[src/rtl/core/vppp_pkg.sv]
// Package for the vibration pulse pattern player.
// Holds the item kinds, register indexes, table geometry and timing constants.
// No dependencies.
package vppp_pkg;

    localparam int PATTERN_DEPTH = 16;
    localparam int TBL_IDX_W     = $clog2(PATTERN_DEPTH);
    localparam int PTR_W         = 5;
    localparam int CFG_W         = 16;
    localparam int MS_W          = 16;
    localparam int DELTA_W       = 20;
    localparam int ENTRY_IDX_W   = 4;
    localparam int HZ_W          = 16;
    localparam int ELAPSED_W     = 32;
    localparam int US_PER_MS     = 1000;
    localparam int LIMIT_W       = $clog2((2 ** MS_W - 1) * US_PER_MS + 1);
    localparam logic [HZ_W-1:0] DEFAULT_HZ = HZ_W'(80);

    typedef enum logic [1:0] {
        KIND_TICK  = 2'd0,
        KIND_WRITE = 2'd1,
        KIND_PLAY  = 2'd2,
        KIND_STOP  = 2'd3
    } kind_t;

    typedef enum logic [1:0] {
        CFG_PATTERN_LENGTH = 2'd0,
        CFG_LOOP_ENABLE    = 2'd1,
        CFG_TONE_FREQUENCY = 2'd2
    } cfg_index_t;

endpackage

[src/rtl/core/vibration_pulse_pattern_player.sv]
// Top level of the vibration pulse pattern player.
// Holds the pulse table, the playback state and the result register.
// Depends on vppp_pkg.
// Usage:
// Items enter on the s_axis channel: s_axis_tuser carries the kind (tick,
// table write, play, stop) and s_axis_tdata the tick delta and the entry
// fields. Every accepted item yields exactly one result item on m_axis,
// carrying the tone enable, the effective tone frequency, the playing flag
// and the current entry index.
// m_axis_tvalid rises in the cycle after acceptance. Throughput is one
// item per cycle unless stalled: the playback state is updated in a single
// pass from the state registers, with the on and off limits premultiplied
// to microseconds in the table so a tick needs one add and one compare.
// The cfg port writes pattern_length, loop_enable and tone_frequency;
// the user must write only while no item is in flight (not enforced).
// When the receiver stalls, the result stays in the output register and
// s_axis_tready drops until it is taken, so no item is lost.
// Reset stops playback, clears the state and configuration registers and
// empties the output register. The pulse table holds no reset value and
// must be written before entries are played.
module vibration_pulse_pattern_player
    import vppp_pkg::*;
(
    input  logic                 clk,
    input  logic                 rst_n,
    input  logic                 s_axis_tvalid,
    output logic                 s_axis_tready,
    // delta_us[19:0], entry_index[23:20], on_ms[39:24], off_ms[55:40]
    input  logic [55:0]          s_axis_tdata,
    // kind[1:0]
    input  logic [1:0]           s_axis_tuser,
    output logic                 m_axis_tvalid,
    input  logic                 m_axis_tready,
    // tone_on[0], tone_hz[16:1], is_playing[17], current_entry[22:18]
    output logic [23:0]          m_axis_tdata,
    input  logic                 cfg_we,
    input  logic [1:0]           cfg_index,
    input  logic [CFG_W-1:0]     cfg_wdata
);

    logic [PTR_W-1:0]     pattern_length_reg;
    logic                 loop_enable_reg;
    logic [HZ_W-1:0]      tone_frequency_reg;

    logic                 active_reg, active_next;
    logic [PTR_W-1:0]     ptr_reg, ptr_next;
    logic [ELAPSED_W-1:0] elapsed_reg, elapsed_next;
    logic                 silence_reg, silence_next;
    logic                 tone_reg, tone_next;

    logic [LIMIT_W-1:0]   on_lim_mem  [PATTERN_DEPTH];
    logic [LIMIT_W-1:0]   off_lim_mem [PATTERN_DEPTH];
    logic                 on_zero_mem [PATTERN_DEPTH];

    logic                 out_valid_reg;
    logic [23:0]          out_data_reg;

    logic                 in_fire;
    kind_t                kind;
    logic [DELTA_W-1:0]   delta_us;
    logic [ENTRY_IDX_W-1:0] entry_index;
    logic [MS_W-1:0]      on_ms;
    logic [MS_W-1:0]      off_ms;
    logic [PTR_W-1:0]     eff_count;
    logic [HZ_W-1:0]      eff_hz;
    logic [LIMIT_W-1:0]   cur_on_lim;
    logic [LIMIT_W-1:0]   cur_off_lim;
    logic [PTR_W-1:0]     start_ptr;
    logic                 start_zero;

    assign kind        = kind_t'(s_axis_tuser);
    assign delta_us    = s_axis_tdata[19:0];
    assign entry_index = s_axis_tdata[23:20];
    assign on_ms       = s_axis_tdata[39:24];
    assign off_ms      = s_axis_tdata[55:40];

    assign s_axis_tready = !out_valid_reg || m_axis_tready;
    assign in_fire       = s_axis_tvalid && s_axis_tready;
    assign m_axis_tvalid = out_valid_reg;
    assign m_axis_tdata  = out_data_reg;

    assign eff_count = (pattern_length_reg < PTR_W'(PATTERN_DEPTH)) ?
                       pattern_length_reg : PTR_W'(PATTERN_DEPTH);
    assign eff_hz    = (tone_frequency_reg == '0) ? DEFAULT_HZ : tone_frequency_reg;

    assign cur_on_lim  = on_lim_mem[ptr_reg[TBL_IDX_W-1:0]];
    assign cur_off_lim = off_lim_mem[ptr_reg[TBL_IDX_W-1:0]];
    assign start_zero  = on_zero_mem[start_ptr[TBL_IDX_W-1:0]];

    always_ff @(posedge clk or negedge rst_n)
    begin
        if (!rst_n)
        begin
            pattern_length_reg <= '0;
            loop_enable_reg    <= 1'b0;
            tone_frequency_reg <= '0;
        end
        else if (cfg_we)
        begin
            case (cfg_index)
                CFG_PATTERN_LENGTH: pattern_length_reg <= cfg_wdata[PTR_W-1:0];
                CFG_LOOP_ENABLE:    loop_enable_reg    <= cfg_wdata[0];
                CFG_TONE_FREQUENCY: tone_frequency_reg <= cfg_wdata[HZ_W-1:0];
                default:            ;
            endcase
        end
    end

    always_ff @(posedge clk)
    begin
        if (in_fire && kind == KIND_WRITE &&
            ({1'b0, entry_index} < (ENTRY_IDX_W + 1)'(PATTERN_DEPTH)))
        begin
            on_lim_mem[entry_index[TBL_IDX_W-1:0]] <=
                LIMIT_W'(LIMIT_W'(on_ms) * LIMIT_W'(US_PER_MS));
            off_lim_mem[entry_index[TBL_IDX_W-1:0]] <=
                LIMIT_W'(LIMIT_W'(off_ms) * LIMIT_W'(US_PER_MS));
            on_zero_mem[entry_index[TBL_IDX_W-1:0]] <= (on_ms == '0);
        end
    end

    always_comb
    begin
        logic [ELAPSED_W:0]   sum;
        logic [ELAPSED_W-1:0] sat;
        logic [PTR_W-1:0]     inc_ptr;
        logic                 do_start;

        active_next  = active_reg;
        ptr_next     = ptr_reg;
        elapsed_next = elapsed_reg;
        silence_next = silence_reg;
        tone_next    = tone_reg;
        do_start     = 1'b0;
        start_ptr    = '0;

        sum     = {1'b0, elapsed_reg} + (ELAPSED_W + 1)'(delta_us);
        sat     = sum[ELAPSED_W] ? '1 : sum[ELAPSED_W-1:0];
        inc_ptr = PTR_W'(ptr_reg + 1'b1);

        case (kind)
            KIND_TICK:
            begin
                if (active_reg)
                begin
                    if (ptr_reg >= eff_count)
                    begin
                        active_next  = 1'b0;
                        tone_next    = 1'b0;
                        ptr_next     = '0;
                        elapsed_next = '0;
                        silence_next = 1'b0;
                    end
                    else if (!silence_reg)
                    begin
                        if (sat < ELAPSED_W'(cur_on_lim))
                        begin
                            elapsed_next = sat;
                        end
                        else
                        begin
                            tone_next    = 1'b0;
                            elapsed_next = '0;
                            silence_next = 1'b1;
                        end
                    end
                    else if (sat < ELAPSED_W'(cur_off_lim))
                    begin
                        elapsed_next = sat;
                    end
                    else if (inc_ptr < eff_count)
                    begin
                        start_ptr = inc_ptr;
                        do_start  = 1'b1;
                    end
                    else if (loop_enable_reg)
                    begin
                        start_ptr = '0;
                        do_start  = 1'b1;
                    end
                    else
                    begin
                        active_next  = 1'b0;
                        tone_next    = 1'b0;
                        ptr_next     = '0;
                        elapsed_next = '0;
                        silence_next = 1'b0;
                    end
                end
            end
            KIND_WRITE:
            begin
            end
            KIND_PLAY:
            begin
                if (eff_count != '0)
                begin
                    active_next = 1'b1;
                    start_ptr   = '0;
                    do_start    = 1'b1;
                end
            end
            KIND_STOP:
            begin
                active_next  = 1'b0;
                tone_next    = 1'b0;
                ptr_next     = '0;
                elapsed_next = '0;
                silence_next = 1'b0;
            end
            default:
            begin
            end
        endcase

        if (do_start)
        begin
            ptr_next     = start_ptr;
            elapsed_next = '0;
            tone_next    = !start_zero;
            silence_next = start_zero;
        end
    end

    always_ff @(posedge clk or negedge rst_n)
    begin
        if (!rst_n)
        begin
            active_reg    <= 1'b0;
            ptr_reg       <= '0;
            elapsed_reg   <= '0;
            silence_reg   <= 1'b0;
            tone_reg      <= 1'b0;
            out_valid_reg <= 1'b0;
        end
        else
        begin
            if (in_fire)
            begin
                active_reg    <= active_next;
                ptr_reg       <= ptr_next;
                elapsed_reg   <= elapsed_next;
                silence_reg   <= silence_next;
                tone_reg      <= tone_next;
                out_valid_reg <= 1'b1;
            end
            else if (m_axis_tready)
            begin
                out_valid_reg <= 1'b0;
            end
        end
    end

    always_ff @(posedge clk)
    begin
        if (in_fire)
        begin
            out_data_reg <= {1'b0, ptr_next, active_next, eff_hz, tone_next};
        end
    end

`ifndef SYNTHESIS
    a_idle_cleared: assert property (@(posedge clk) disable iff (!rst_n)
        !active_reg |-> (ptr_reg == '0) && !tone_reg && !silence_reg)
        else $error("Stopped player holds a nonzero pointer or a driven tone.");

    a_tone_not_silent: assert property (@(posedge clk) disable iff (!rst_n)
        tone_reg |-> !silence_reg)
        else $error("Tone driven during a silence phase.");

    a_result_follows: assert property (@(posedge clk) disable iff (!rst_n)
        in_fire |=> m_axis_tvalid)
        else $error("Accepted item produced no result.");

    a_stop_halts: assert property (@(posedge clk) disable iff (!rst_n)
        in_fire && kind == KIND_STOP |=> !active_reg && !m_axis_tdata[17])
        else $error("Stop item left the player running.");
`endif

endmodule
[config.mk]
export PLATFORM = sky130hd
export DESIGN_NAME = vibration_pulse_pattern_player
export DESIGN_NICKNAME = d
export VERILOG_FILES = /design/src/rtl/core/vppp_pkg.sv /design/src/rtl/core/vibration_pulse_pattern_player.sv
export SDC_FILE = /design/constraint.sdc
export NUM_CORES = 1
export LEC_CHECK = 0
export BUFFER_PORTS_ARGS = -buffer_cell sky130_fd_sc_hd__buf_2
export CAP_MARGIN = 40
export CORE_UTILIZATION = 48
export CTS_BUF_LIST = sky130_fd_sc_hd__clkbuf_8
export DETAILED_ROUTE_END_ITERATION = 16
export MAX_ROUTING_LAYER = met4
export PLACE_DENSITY_LB_ADDON = 0.2
export SYNTH_ARGS = -nofsm -noshare
export SYNTH_HDL_FRONTEND = slang
export SYNTH_SLANG_ARGS = --single-unit
export TNS_END_PERCENT = 10
[constraint.sdc]
create_clock -name clk -period 7.4 [get_ports clk]
set_clock_uncertainty 0.05 [all_clocks]
set_input_delay 0.37 -clock clk [delete_from_list [all_inputs] [get_ports clk]]
set_output_delay 0.37 -clock clk [all_outputs]
set_load 0.03 [all_outputs]
==> out/qor.txt <==
GRT Max-Usage Layer = met2
GPL Wtd Cong = 0.892
crit-path cells = dlygate4sd3_1 > buf_2 > fa_1 > fa_1 > inv_1 > fa_1 > inv_1 > fa_1 > ha_1 > a21oi_1 > o21bai_1 > a21oi_1 > o21ai_0 > a211oi_1 > o21ai_0 > a31oi_1 > nor2b_1 > o21ai_0 > a21oi_1 > xor2_1
RSZ-0062 raised after global routing = false
Post-Syn Area per Cell = 17.1 sq um
most frequent cells in the layout = 775 x edfxtp_1, 257 x inv_1, 232 x mux4_2
initial antenna violation count = 3
EDFF count, synth = 775
Slew @ Worst Pin = 0.954 ns
crit-path max FO = 20
mapped cell area = 40,000 sq um
Setup crit start kind = input pin
Initial Util = 48.7%
Crit Reg-Reg Startpoint = elapsed_reg[0]
Most common cell on crit path = fa_1
post-DR wirelength/cell = 24.0 um
cts repair resizes = 0
core area = 82,200 sq um
clk_lat worst skew = 0.77 ns
minimum clock period = 6.16 ns
IO Count = 107
FF+latch count, synth = 838
fin crit share = 83.2%
Netlist cell types = 85
Longest Clk Path Bufs = 3
flop-to-flop setup slack = 1.56 ns
met2 usage = 37.5%
Critical Path End Type = flop
placed cell areas = 42,800 sq um
total number of vias = 21,836
Die Ht = 291 um
Levels on crit path = 20
post-synthesis sequential area ratio = 62.1%
final WL = 91,300 um
critical path class = input pin to flop
Async S/R FF share, synth = 7.52%
outcome = complete, no violations
Final #Nets = 3,010
Post-CTS Setup Inserts = 0
Die Area = 84,600 sq um
max-slew violation count = 0
Endpoint, Worst Hold = elapsed_reg[1]
post-DP HPWL = 58,500 um
most common flop cell mapped by yosys = edfxtp_1
largest net degree at the start of global routing = 64
Cell Pwr Density = 366 nW/um^2
Slew headroom = 36.2%
CTS Buf Count = 134
vias in the first global route = 23,019
CTS tree = yes
H-tree depth = 4
ranking of synthesized cells by area = edfxtp_1 58%, mux4_2 13%, ha_1 6.1%, fa_1 5.5%, dfrtp_1 3.9%
P_leak = 16.7 nW
GR Util met1 = 30.0%
remaining antenna violation count = 0
num rows = 105
worst path buffer plus inverter count = 4
Reg2Reg Depth = 21
Tot Pwr = 0.0167 W
Remaining Overflow, GRT = 0
DRC = 0
hold path startpoint = s_axis_tdata[1]
clock root cell = clkbuf_8
Clock Pin Slew Worst Setup and Hold Paths = 0.06 ns
I/O Buffers = 105
Setup TNS Final = 0 ns
Fill cells = 6,395
final setup vio count = 0
leading area contributor after synthesis = edfxtp_1
area growth from synthesis to layout = 13.8%
Worst path slowest cell = xor2_1
Tightest Hold Check Type = input pin to flop
leading cell type in the layout, fill and taps excluded = edfxtp_1
final hold violations = 0
drt via density = 5.74
Max Cap Viol = 0
fin area = 45,500 sq um
CTS sink cnt = 838
Synth Warn # = 0
Crit path max-delay family = adder cells
drt pass-1 iters = 5
post-synthesis net count = 2,727
Critical R2R Capture = m_axis_tdata[0]
layout cell share with drive strength beyond 1 = 24.8%
post-synth top area share = 58.1%
Synth Instances = 2,343
max incr delay on CP = 0.76 ns
first-pass GRT wire length = 140,000 um
DR iter-0 viols = 1,636
worst path required time = 7.77 ns
Arrival @ worst endpoint = 6.52 ns
Cells on Worst Hold Path = 4
maximum vdd drop = 0.231 mV
Chip Width = 291 um
maximum clock frequency = 162 MHz
GRT met3 Usage = 3.67%
Total GRT Usage = 22.9%
timing repair:
| item | 4_1_cts | 5_1_grt |
|---|---|---|
| hold endpoints to repair | 152 | 0 |
| hold buffers | 30 | 0 |
| endpoints found under the setup margin | 0 | 0 |
synthesized netlist by cell type (all sizes together), types with 9 or more instances:
cell type and n:
a211oi 20, a21o 34, a21oi 65, a22o 11, a31oi 12, and2 16, and3 11, buf 23
clkbuf 62, dfrtp 63, edfxtp 775, fa 109, ha 194, inv 223, mux2 21, mux2i 9
mux4 232, nand2 90, nand2b 15, nand3 18, nand4 17, nor2 63, nor2b 14, nor3 22
o21a 12, o21ai 68, o21bai 10, xnor2 41, xor2 13
power by group:
group	leakage, nW	internal, W	total, W	switching (W)
combinational	7.48	0.00187	0.00551	0.00364
clock	1.38	0.00186	0.00368	0.00182
sequential	7.80	0.00743	0.00751	0.0000795
total	16.7	0.0112	0.0167	0.00553
kinds of logic after synthesis:
group | Yosys count | synth area share (%)
compound gates | 280 | 4.72
xor+xnor | 54 | 1.18
fa+ha+maj | 303 | 11.5
buf+inv | 309 | 2.93
flops | 838 | 62.1
mux | 262 | 13.9
other cells | 1 | 0.00937
simple gates | 296 | 3.70
through the flow:
step | worst slack, ns | instances | util [%] | hold WS, ns
global route | 0.820 | 3803 | 55.4 | 0.0714
finish | 1.24 | 3803 | 55.4 | 0.0904
floorplan | 1.67 | 2343 | - | 0.0244
detailed placement | 1.12 | 3528 | 52.0 | 0.412
CTS | 1.34 | 3798 | 55.4 | 0.0179
global placement | 1.10 | 3479 | 51.2 | 0.404
final cells by class:
class                   count  area [sq um]  share of cell area (%)
repair buffers            232          1900                    4.18
clock buffers             138          1900                    4.17
well taps                1070          1340                    2.94
clock inverters           102           571                    1.25
flip-flops and latches    838         24900                    54.6
multi-input cells        1196         14100                    31.0
inverters                 224           842                    1.85
diodes                      3          7.51                  0.0165
worst min-delay path, cell delays in order:
cell	delay (ns)
buf_2	0.11
fa_1	0.17
nor2_1	0.04
o31ai_1	0.18
layer usage:
metal	share of wire, %	up-vias
met3	4.8	116
met5	0	-
met2	51	622
li1	-	9659
met4	1.7	0
met1	43	11439
worst max path at each step:
stage,to,startpoint,slack (ns)
final,off_lim_mem[10][21],s_axis_tdata[41],1.24
after global routing,on_lim_mem[1][21],s_axis_tdata[25],0.82
after CTS,on_lim_mem[1][21],s_axis_tdata[25],1.34
after detailed placement,on_lim_mem[5][21],s_axis_tdata[25],1.12
after global placement,elapsed_reg[15],s_axis_tdata[0],1.10
after floorplan,off_lim_mem[0][0],m_axis_tvalid,1.67
(Power assumes the default switching activity.)
